### src/hdl/tcw_addr_unit.sv
// ----------------------------------------------------------------------------
// tcw_addr_unit
// Shared address unit: maps a logical row through the scroll offset to a
// physical row and forms the linear cell address.
// ----------------------------------------------------------------------------
`timescale 1ns / 1ps
`default_nettype none

module tcw_addr_unit #(
    parameter int ROWS = 25,
    parameter int COLS = 80
) (
    input  wire logic [$clog2(ROWS)-1:0]      row,
    input  wire logic [$clog2(COLS)-1:0]      col,
    input  wire logic [$clog2(ROWS)-1:0]      top,
    output logic      [$clog2(ROWS*COLS)-1:0] addr
);

    localparam int RW = $clog2(ROWS);
    localparam int AW = $clog2(ROWS * COLS);

    logic [RW:0] sum;
    logic [RW:0] prow;

    always_comb
    begin
        sum = {1'b0, row} + {1'b0, top};
        if (32'(sum) >= ROWS)
        begin
            prow = sum - (RW+1)'(ROWS);
        end
        else
        begin
            prow = sum;
        end
        addr = AW'(32'(prow) * COLS) + AW'(col);
    end

endmodule

`default_nettype wire
### config.mk
export PLATFORM = sky130hd
export DESIGN_NAME = tcw_addr_unit
export DESIGN_NICKNAME = d
export VERILOG_FILES = /design/src/hdl/tcw_addr_unit.sv
export SDC_FILE = /design/constraint.sdc
export NUM_CORES = 1
export LEC_CHECK = 0
export ABC_AREA = 1
export ABC_CLOCK_PERIOD_IN_PS = 3900
export BUFFER_PORTS_ARGS = -buffer_cell sky130_fd_sc_hd__clkbuf_2
export CORE_UTILIZATION = 44
export DETAILED_ROUTE_END_ITERATION = 16
export PLACE_DENSITY = 0.75
export SYNTH_ARGS = -nofsm -noshare
export SYNTH_HDL_FRONTEND = slang
export SYNTH_SLANG_ARGS = --single-unit
### constraint.sdc
create_clock -name vclk -period 3.9
set_input_delay 0.39 -clock vclk [all_inputs]
set_output_delay 0.39 -clock vclk [all_outputs]
set_load 0.05 [all_outputs]
### Word-level counts from Yosys, hierarchy flattened

Index checks and enable logic that the tools add are counted.

* flip-flop bits (word level): 0
* input port bits: 17
* output and inout port bits: 11
* word-level logic and storage cells: 6

* $add $sub $neg: 3
* multiply operators: 1
* magnitude comparators: 1
* mux-type cells: 1

Operators with widths (count)
* 11-bit by 7-bit adder with 11-bit output: 1
* 6-bit by 3-bit multiplier with 7-bit output (second input constant): 1
* 5-bit by 5-bit adder with 6-bit output: 1
* 6-bit by 5-bit greater-or-equal comparator with 1-bit output (second input constant): 1
* 6-bit 2-to-1 mux: 1
* 6-bit by 5-bit subtractor with 6-bit output (second input constant): 1

### Depth between registers and ports, before layout

Gate-level depths: netlist (run 1).

* depth after elaboration: 5
* gate-level depth with buffers: 22
* depth with buffers taken out: 22

### Worst setup path after synthesis (run 1)

Ideal clock, no wire load.

* kind: input-to-output
* start: input port top[0]
* end: output port addr[9]
* arrival: 3854 ps
* required time: 3510 ps
* slack: -344 ps
* stages: 15
* path buffers: 0
* cell sequence: ha_1 fa_1 inv_1 ha_1 nand3b_1 nand3_2 nand2_4 nand2_1 xor2_1 inv_1 ha_1 ha_1 fa_1 nand3_1 xor2_1

* word-level cells in the longest chain between the ends: 5
* elaborated cells between the ends (all ways): 6
* those cells by class: add/sub (3); mul (1); order compare (1); mux (1)

Ends and longest elaborated chain
* start: declaration: line 15 `input wire logic [$clog2(ROWS)-1:0] top,`
* 5-bit by 5-bit adder with 6-bit output *: line 27 `sum = {1'b0, row} + {1'b0, top};`
* 6-bit by 5-bit subtractor with 6-bit output or 6-bit by 5-bit greater-or-equal comparator with 1-bit output (tied branches): line 30, 28
* 6-bit 2-to-1 mux *: line 28 `if (32'(sum) >= ROWS)`
* 6-bit by 3-bit multiplier with 7-bit output *: line 36 `addr = AW'(32'(prow) * COLS) + AW'(col);`
* 11-bit by 7-bit adder with 11-bit output *: line 36
* end: declaration: line 16 `output logic [$clog2(ROWS*COLS)-1:0] addr`

Every way passes the cells marked *; elsewhere a longest branch is shown, timed or not.

### Worst setup path after layout (run 1)

* start: input port top[0]
* end: output port addr[10]

The elaborated chain is that of the path after synthesis.

==> results of run 1 <==
cell usage in the layout, fill, tap and decap left out, types with 3 or more instances in the layout:
| master | count |
|---|---|
| buf_4 | 28 |
| inv_1 | 16 |
| nand2_1 | 14 |
| clkbuf_2 | 14 |
| nand3_1 | 13 |
| nand2_2 | 9 |
| ha_1 | 8 |
| ha_4 | 8 |
| nand3_2 | 6 |
| a21oi_1 | 4 |
| xnor2_1 | 3 |
| nand2_4 | 3 |
| buf_6 | 3 |
| buf_8 | 3 |
per-layer routing:
| metal | track usage [%] | routed length (µm) | part of all wire [%] | vias up |
|---|---|---|---|---|
| met1 | 24.0 | 834 | 37 | 420 |
| met2 | 45.5 | 1350 | 60 | 23 |
| met3 | 0 | 48 | 2.1 | 2 |
| met5 | 0 | 0 | 0 | - |
| li1 | - | - | - | 445 |
| met4 | 0 | 18 | 0.80 | 0 |
final cells by class:
| cell class | count | share of cell area [%] |
|---|---|---|
| well taps | 16 | 1.47 |
| multi-input cells | 88 | 65.4 |
| repair buffers | 49 | 28.2 |
| inverters | 18 | 4.95 |
worst max path at each step:
stage | slack (ns) | startpoint | endpoint
after floorplan | -0.03 | top[0] | addr[8]
final | -0.08 | top[0] | addr[10]
after detailed placement | -0.34 | top[0] | addr[10]
after global routing | -0.19 | top[0] | addr[10]
after global placement | -0.26 | top[0] | addr[10]
after CTS | -0.14 | top[0] | addr[10]
repair_timing:
action,in CTS,in global routing
endpoints found under the setup margin,4,5
setup buffers,3,4
pin swaps,13,20
gates resized for setup,24,26
cloned,0,0
per-stage QoR:
| step | setup slack [ns] | instances |
|---|---|---|
| final | -0.0780 | 171 |
| after global routing | -0.187 | 171 |
| after CTS | -0.141 | 167 |
| after detailed placement | -0.342 | 164 |
| after global placement | -0.262 | 164 |
| after floorplan | -0.0309 | 110 |
worst max-delay path, cell delays in order:
cell	delay [ns]
buf_8	0.10
ha_4	0.15
fa_1	0.52
inv_2	0.09
ha_4	0.15
nand3b_1	0.15
nand3_2	0.11
nand2_4	0.09
nand2_2	0.07
xor2_1	0.14
inv_1	0.10
ha_4	0.25
ha_4	0.16
fa_2	0.57
nand2_2	0.09
nor2_4	0.11
inv_2	0.04
nand3_2	0.08
nand2_4	0.05
clkbuf_16	0.16
cell families (layout without fill, tap and decap cells):
logic type,after synthesis,after routing,synth area share [%]
xor+xnor,10,10,11.6
compound gates,8,8,5.29
fa+ha+maj,20,20,36.0
simple gates,50,50,34.2
buf+inv,22,67,12.9
==> flow_summary.yaml, run 1 <==
timing:
  finalHoldViolations: 0
  relSlewSlack_pct: 81.4
  fin_ws_ns: -0.0780
  setup_tns_ns: -0.0872
  slew_violations: 0
  fin_crit_ns: 3.98
  setup_viol: 2
  rsz0062_at_grt: "yes"
  tightest_slew_ns: 0.281
  fmax_mhz: 251
  post-route-period-util_pct: 102
  hold_slack_ns: 0.780
routing:
  dr.pass1.iters: 10
  num_vias: 890
  first_iter_violations: 17
  drcViolationCount: 2
  avgViaCountPerCell: 5.20
  routed_wl_um: 2250
  antenna_left: 0
  wl_per_cell_um: 13.2
floorplan:
  dieArea_um2: 1890
  initial_utilization_pct: 48.6
  num_rows: 14
  core_um2: 1560
  pin_count: 28
  die_height_um: 43.5
  die_w_um: 43.5
logic_synthesis:
  synth.cell_area_um2: 757
  yosysSeqAreaShare_pct: 0
  synthTopCellsByArea: "ha_1 28%, nand3_1 11%, nand2_1 10%"
  synthTopCellsByCount: "21 x nand2_1, 18 x inv_1, 17 x ha_1"
  syn_area_per_cell_um2: 6.88
  synth_top_area_cell: "ha_1"
  yosysWarnings: 0
  synth_cell_types: 17
  synthMostInstantiatedCell: "nand2_1"
  synth_top_area_share_pct: 28.1
  synth_fp_nets: 147
  synthCells: 110
worst_setup_path:
  endpoint_kind: "primary output"
  crit_fanout: 6
  critPathLaunchType: "input pin"
  crit_arrival_ns: 3.59
  crit_required_ns: 3.51
  setup.worst_path.class: "input pin to primary output"
grt:
  grt_pass1_vias: 787
  grt_usage_pct: 21.1
  antenna_found_initial: 0
  grt_max_degree: 7
  grt.overflow.total: 0
  grt_pass1_wl_um: 3190
worst_hold_path:
  holdPathEnd: "addr[1]"
  hp-class: "input pin to primary output"
  hold_depth: 0
  worstHoldStart: "col[1]"
placement:
  port-buffer-count: 20
  placed_area_um2: 1070
  place.gp.congestion: 0.772
  dp_hpwl_um: 1520
finish:
  drive_gt1_share_pct: 56.8
  fin_nets: 194
  final.fill_count: 88
  multi_input_area_um2: 892
  nClkBuffers: 0
  areaGrowthSynthToFinish_pct: 80.2
  final_util_pct: 87.5
  ff_latch_area_um2: 0
  antenna_cells: 0
  seq_cells: 0
  postLayoutCellArea_um2: 1360
outcome:
  violations: "design-rule violations, negative setup slack"
  status: "finished with violations"
run:
  maxCapViolCount: 0
clock_tree:
  hold_buffers: 0
Power of run 1 is left out: the tool's default activity adds up to more than one toggle a clock period on the data nets, which glitch-free logic cannot reach.
==> run 2, diff against run 1 <==
--- a/config.mk
+++ b/config.mk
@@ -11,6 +11,7 @@
 export CORE_UTILIZATION = 44
 export DETAILED_ROUTE_END_ITERATION = 16
 export PLACE_DENSITY = 0.75
+export REMOVE_ABC_BUFFERS = 1
 export SYNTH_ARGS = -nofsm -noshare
 export SYNTH_HDL_FRONTEND = slang
 export SYNTH_SLANG_ARGS = --single-unit
==> flow_summary.yaml, run 2 (same netlist as run 1, synthesis figures left out) <==
timing:
  rsz0062_at_grt: "yes"
  setup_viol: 3
  tightest_slew_ns: 0.387
  relSlewSlack_pct: 73.9
  slew_violations: 0
  fin_ws_ns: -0.167
  finalHoldViolations: 0
  fin_crit_ns: 4.07
  post-route-period-util_pct: 104
  fmax_mhz: 246
  hold_slack_ns: 0.780
routing:
  wl_met1_um: 913
  dr_wl_met2_um: 1450
  antenna_left: 0
  drcViolationCount: 0
  top_layer: "met4"
  avgViaCountPerCell: 5.43
  num_vias: 902
  first_iter_violations: 10
  wl_per_cell_um: 15.1
  wl_met3_um: 53
  dr.pass1.iters: 4
  routed_wl_um: 2500
worst_setup_path:
  setup.worst_path.class: "input pin to primary output"
  critPathLaunchType: "input pin"
  slowest_stage: "fa_1"
  cpPeakStageDelay_ns: 0.51
  cp_cell_sequence: "buf_8 > ha_4 > fa_1 > inv_2 > buf_4 > buf_4 > buf_4 > nand3_1 > nand3_1 > o21ai_0 > ha_4 > ha_4 > a21oi_2 > nand2_1 > xor2_1 > buf_4 > nand2_2 > nand2_1 > nand2_1 > nand2_2 > buf_12"
  crit_required_ns: 3.51
  endpoint_kind: "primary output"
  crit_fanout: 3
  crit_path_frequent_cell: "buf_4"
  crit_arrival_ns: 3.68
finish:
  final_util_pct: 85.1
  final_common_cell: "buf_4"
  seq_cells: 0
  nClkBuffers: 0
  final_cell_mix: "25 x buf_4, 17 x nand2_1, 13 x inv_1, 13 x nand3_1, 13 x clkbuf_2"
  antenna_cells: 0
  areaGrowthSynthToFinish_pct: 75.2
  ff_latch_area_um2: 0
  drive_gt1_share_pct: 56.7
  final.fill_count: 85
  fin_nets: 189
  multi_input_area_um2: 897
run:
  maxCapViolCount: 0
floorplan:
  core_um2: 1560
  dieArea_um2: 1890
  initial_utilization_pct: 48.6
  num_rows: 14
  die_w_um: 43.5
  pin_count: 28
  die_height_um: 43.5
outcome:
  status: "finished with violations"
  violations: "negative setup slack"
placement:
  port-buffer-count: 20
  dp_hpwl_um: 1580
  place.gp.congestion: 0.794
grt:
  grt_max_degree: 7
  grt_pass1_vias: 907
  antenna_found_initial: 0
  grt_pass1_wl_um: 3730
  grt.overflow.total: 0
  grt_usage_pct: 25.2
worst_hold_path:
  hp-class: "input pin to primary output"
clock_tree:
  hold_buffers: 0
run 2: cell count changes in the layout (fill, tap and decap cells not counted), sizes merged:
cell	before	now
clkbuf	15	14
buf	34	30
run 2: worst paths after layout:
kind                        to  slack, ns    from  cells after the start
worst max-delay path  addr[10]      -0.17  row[0]                     21
worst min-delay path   addr[2]       0.78  col[2]                      0
run 2: cell type report:
type,instances,area share [%]
Multi-Input combinational cell,88,67.6
Timing Repair Buffer,44,25.8
Inverter,18,5.09
Tap cell,16,1.51
run 2: worst max-delay path, delay by kind of cell:
family          cells  cell delay [ns]
fa+ha+maj           4             1.19
buf+inv             7             0.82
simple gates        7             0.59
compound gates      2             0.50
xor+xnor            1             0.17
run 2: timing repair:
action / CTS / global route
setup endpoints to repair: 4 / 5
gates resized for setup: 24 / 31
pin swaps: 14 / 13
buffers inserted: 5 / 2
run 2: routing by layer:
metal | track usage, % | up-vias
met3 | 1.67 | 10
met4 | 3.75 | 0
li1 | - | 439
met1 | 27.7 | 428
met2 | 52.4 | 25
met5 | 0 | -
run 2: stage by stage:
stage                     TNS (ns)  cell area, µm²  worst slack (ns)  instances
final                       -0.268            1330            -0.167        166
after global routing        -0.622            1330            -0.261        166
after CTS                   -0.124            1180           -0.0671        164
after detailed placement    -0.861            1000            -0.303        159
after global placement      -0.529            1000            -0.204        159
after floorplan             -0.699             727            -0.344        106
Power of run 2 is left out for the same reason.
==> run 3, diff against run 2 <==
--- a/config.mk
+++ b/config.mk
@@ -5,12 +5,11 @@
 export SDC_FILE = /design/constraint.sdc
 export NUM_CORES = 1
 export LEC_CHECK = 0
-export ABC_AREA = 1
-export ABC_CLOCK_PERIOD_IN_PS = 3900
+export ABC_CLOCK_PERIOD_IN_PS = 4750
 export BUFFER_PORTS_ARGS = -buffer_cell sky130_fd_sc_hd__clkbuf_2
 export CORE_UTILIZATION = 44
 export DETAILED_ROUTE_END_ITERATION = 16
-export PLACE_DENSITY = 0.75
+export PLACE_DENSITY = 0.73
 export REMOVE_ABC_BUFFERS = 1
 export SYNTH_ARGS = -nofsm -noshare
 export SYNTH_HDL_FRONTEND = slang
==> constraint.sdc (replaced) <==
create_clock -name vclk -period 4.75
set_input_delay 0.475 -clock vclk [all_inputs]
set_output_delay 0.475 -clock vclk [all_outputs]
set_load 0.05 [all_outputs]
==> flow_summary.yaml, run 3 <==
outcome:
  status: "finished, final reports clean"
worst_setup_path:
  crit_fanout: 3
  cp_cell_sequence: "clkbuf_2 > ha_4 > fa_1 > inv_2 > ha_4 > and2b_1 > nand2_2 > a31oi_4 > mux2_4 > ha_4 > ha_4 > fa_2 > o2111ai_2 > xor2_1 > xnor2_1 > xnor2_1 > bufbuf_16"
  endpoint_kind: "primary output"
  crit_arrival_ns: 4.22
  crit_required_ns: 4.28
  crit_buf_inv: 3
  critPathLaunchType: "input pin"
  crit_path_frequent_cell: "ha_4"
  cp_top_family: "adder cells"
  setup.worst_path.class: "input pin to primary output"
  cpPeakStageDelay_ns: 0.55
  slowest_stage: "fa_2"
placement:
  place.gp.congestion: 0.712
  port-buffer-count: 20
  dp_hpwl_um: 1310
  pre_cts_ws_ns: -0.210
logic_synthesis:
  synthAdderAreaFrac_pct: 37.2
  synth_top_area_cell: "ha_1"
  yosys.area_share.xor_xnor_pct: 11.9
  synth_compound_area_share_pct: 22.5
  synthMostInstantiatedCell: "ha_1"
  synthCells: 85
  synthMuxAreaShare_pct: 4.27
  yosysWarnings: 0
  synth_top_area_share_pct: 29.0
  synth-simple-area-share_pct: 16.9
  synth.cell_area_um2: 733
  synth_cell_types: 29
  synth_top_family_by_area: "adder cells"
  synthTopCellsByCount: "17 x ha_1, 7 x xnor2_1, 6 x inv_1"
  synthTopCellsByArea: "ha_1 29%, xnor2_1 8.4%, fa_1 8.2%"
  syn_area_per_cell_um2: 8.63
  yosysSeqAreaShare_pct: 0
run:
  maxCapViolCount: 0
timing:
  setup_viol: 0
  slew_violations: 0
  fin_ws_ns: 0.0501
  setup_tns_ns: 0
  fmax_mhz: 213
  rsz0062_at_grt: "yes"
  post-route-period-util_pct: 98.9
  relSlewSlack_pct: 63.8
  tightest_slew_ns: 0.538
  finalHoldViolations: 0
  fin_crit_ns: 4.70
grt:
  grt_max_degree: 8
  grt_pass1_vias: 730
  grt_usage_pct: 18.9
  grt_pass1_wl_um: 2820
  grt.overflow.total: 0
  antenna_found_initial: 0
finish:
  multi_input_area_um2: 774
  drive_gt1_share_pct: 52.5
  final_cell_mix: "18 x clkbuf_2, 17 x buf_4, 11 x ha_1"
  final.fill_count: 131
  final_common_cell: "clkbuf_2"
  antenna_cells: 0
  seq_cells: 0
  final_util_pct: 70.4
  areaGrowthSynthToFinish_pct: 46.2
  ff_latch_area_um2: 0
  nClkBuffers: 0
  fin_nets: 157
routing:
  wl_met3_um: 44
  top_layer: "met4"
  antenna_left: 0
  dr_wl_met2_um: 957
  first_iter_violations: 5
  avgViaCountPerCell: 5.64
  drcViolationCount: 0
  dr.pass1.iters: 4
  wl_met1_um: 663
  routed_wl_um: 1680
  wl_per_cell_um: 12.6
  num_vias: 756
worst_hold_path:
  hp-class: "input pin to primary output"
pwr:
  p_per_area_nw_per_um2: 744
  ir_worst_vdd_mv: 0.998
  power_leakage_nw: 0.527
  totalPowerFinal_uw: 798
floorplan:
  core_um2: 1520
  num_rows: 14
  initial_utilization_pct: 48.1
  die_w_um: 42.8
  die_height_um: 42.8
  pin_count: 28
  dieArea_um2: 1830
==> run 3: repair_timing <==
action,in CTS,in global routing
endpoints found under the setup margin,1,1
hold buffers,0,0
resized for setup,18,3
pin swaps,9,5
buffers inserted,4,2
==> run 3: cells by family after synthesis <==
group	Yosys count
xor+xnor	10
fa+ha+maj	20
mux	3
compound gates	20
simple gates	22
buf+inv	10
==> run 3: layout make-up <==
cell class	count	share of cell area, %
Timing Repair Buffer	37	23.8
Multi-Input combinational cell	75	72.2
Tap cell	16	1.87
Inverter	6	2.10
==> run 3: power breakdown <==
group          internal, mW  switching [mW]  total, mW
clock network             0               0          0
registers                 0               0          0
logic                 0.346           0.452      0.798
total                 0.346           0.452      0.798
==> run 3: through the flow <==
stage / cell area (µm²) / hold WS (ns) / std cells
floorplan: 703 / 0.950 / 81
global placement: 921 / 0.950 / 128
detailed placement: 921 / 0.950 / 128
CTS: 1050 / 0.950 / 132
global route: 1070 / 0.950 / 134
finish: 1070 / 0.950 / 134
==> run 3: metal layers <==
metal | global-route usage [%] | vias up
met5 | 0 | -
met3 | 0.851 | 2
met4 | 1.88 | 0
met1 | 21.5 | 360
met2 | 38.5 | 20
li1 | - | 374
==> run 3: worst paths after layout <==
path / startpoint / endpoint / slack, ns / depth (start not counted)
worst max-delay path: top[0] / addr[10] / 0.05 / 17
worst min-delay path: col[2] / addr[2] / 0.95 / 0
(Power assumes the default switching activity.)
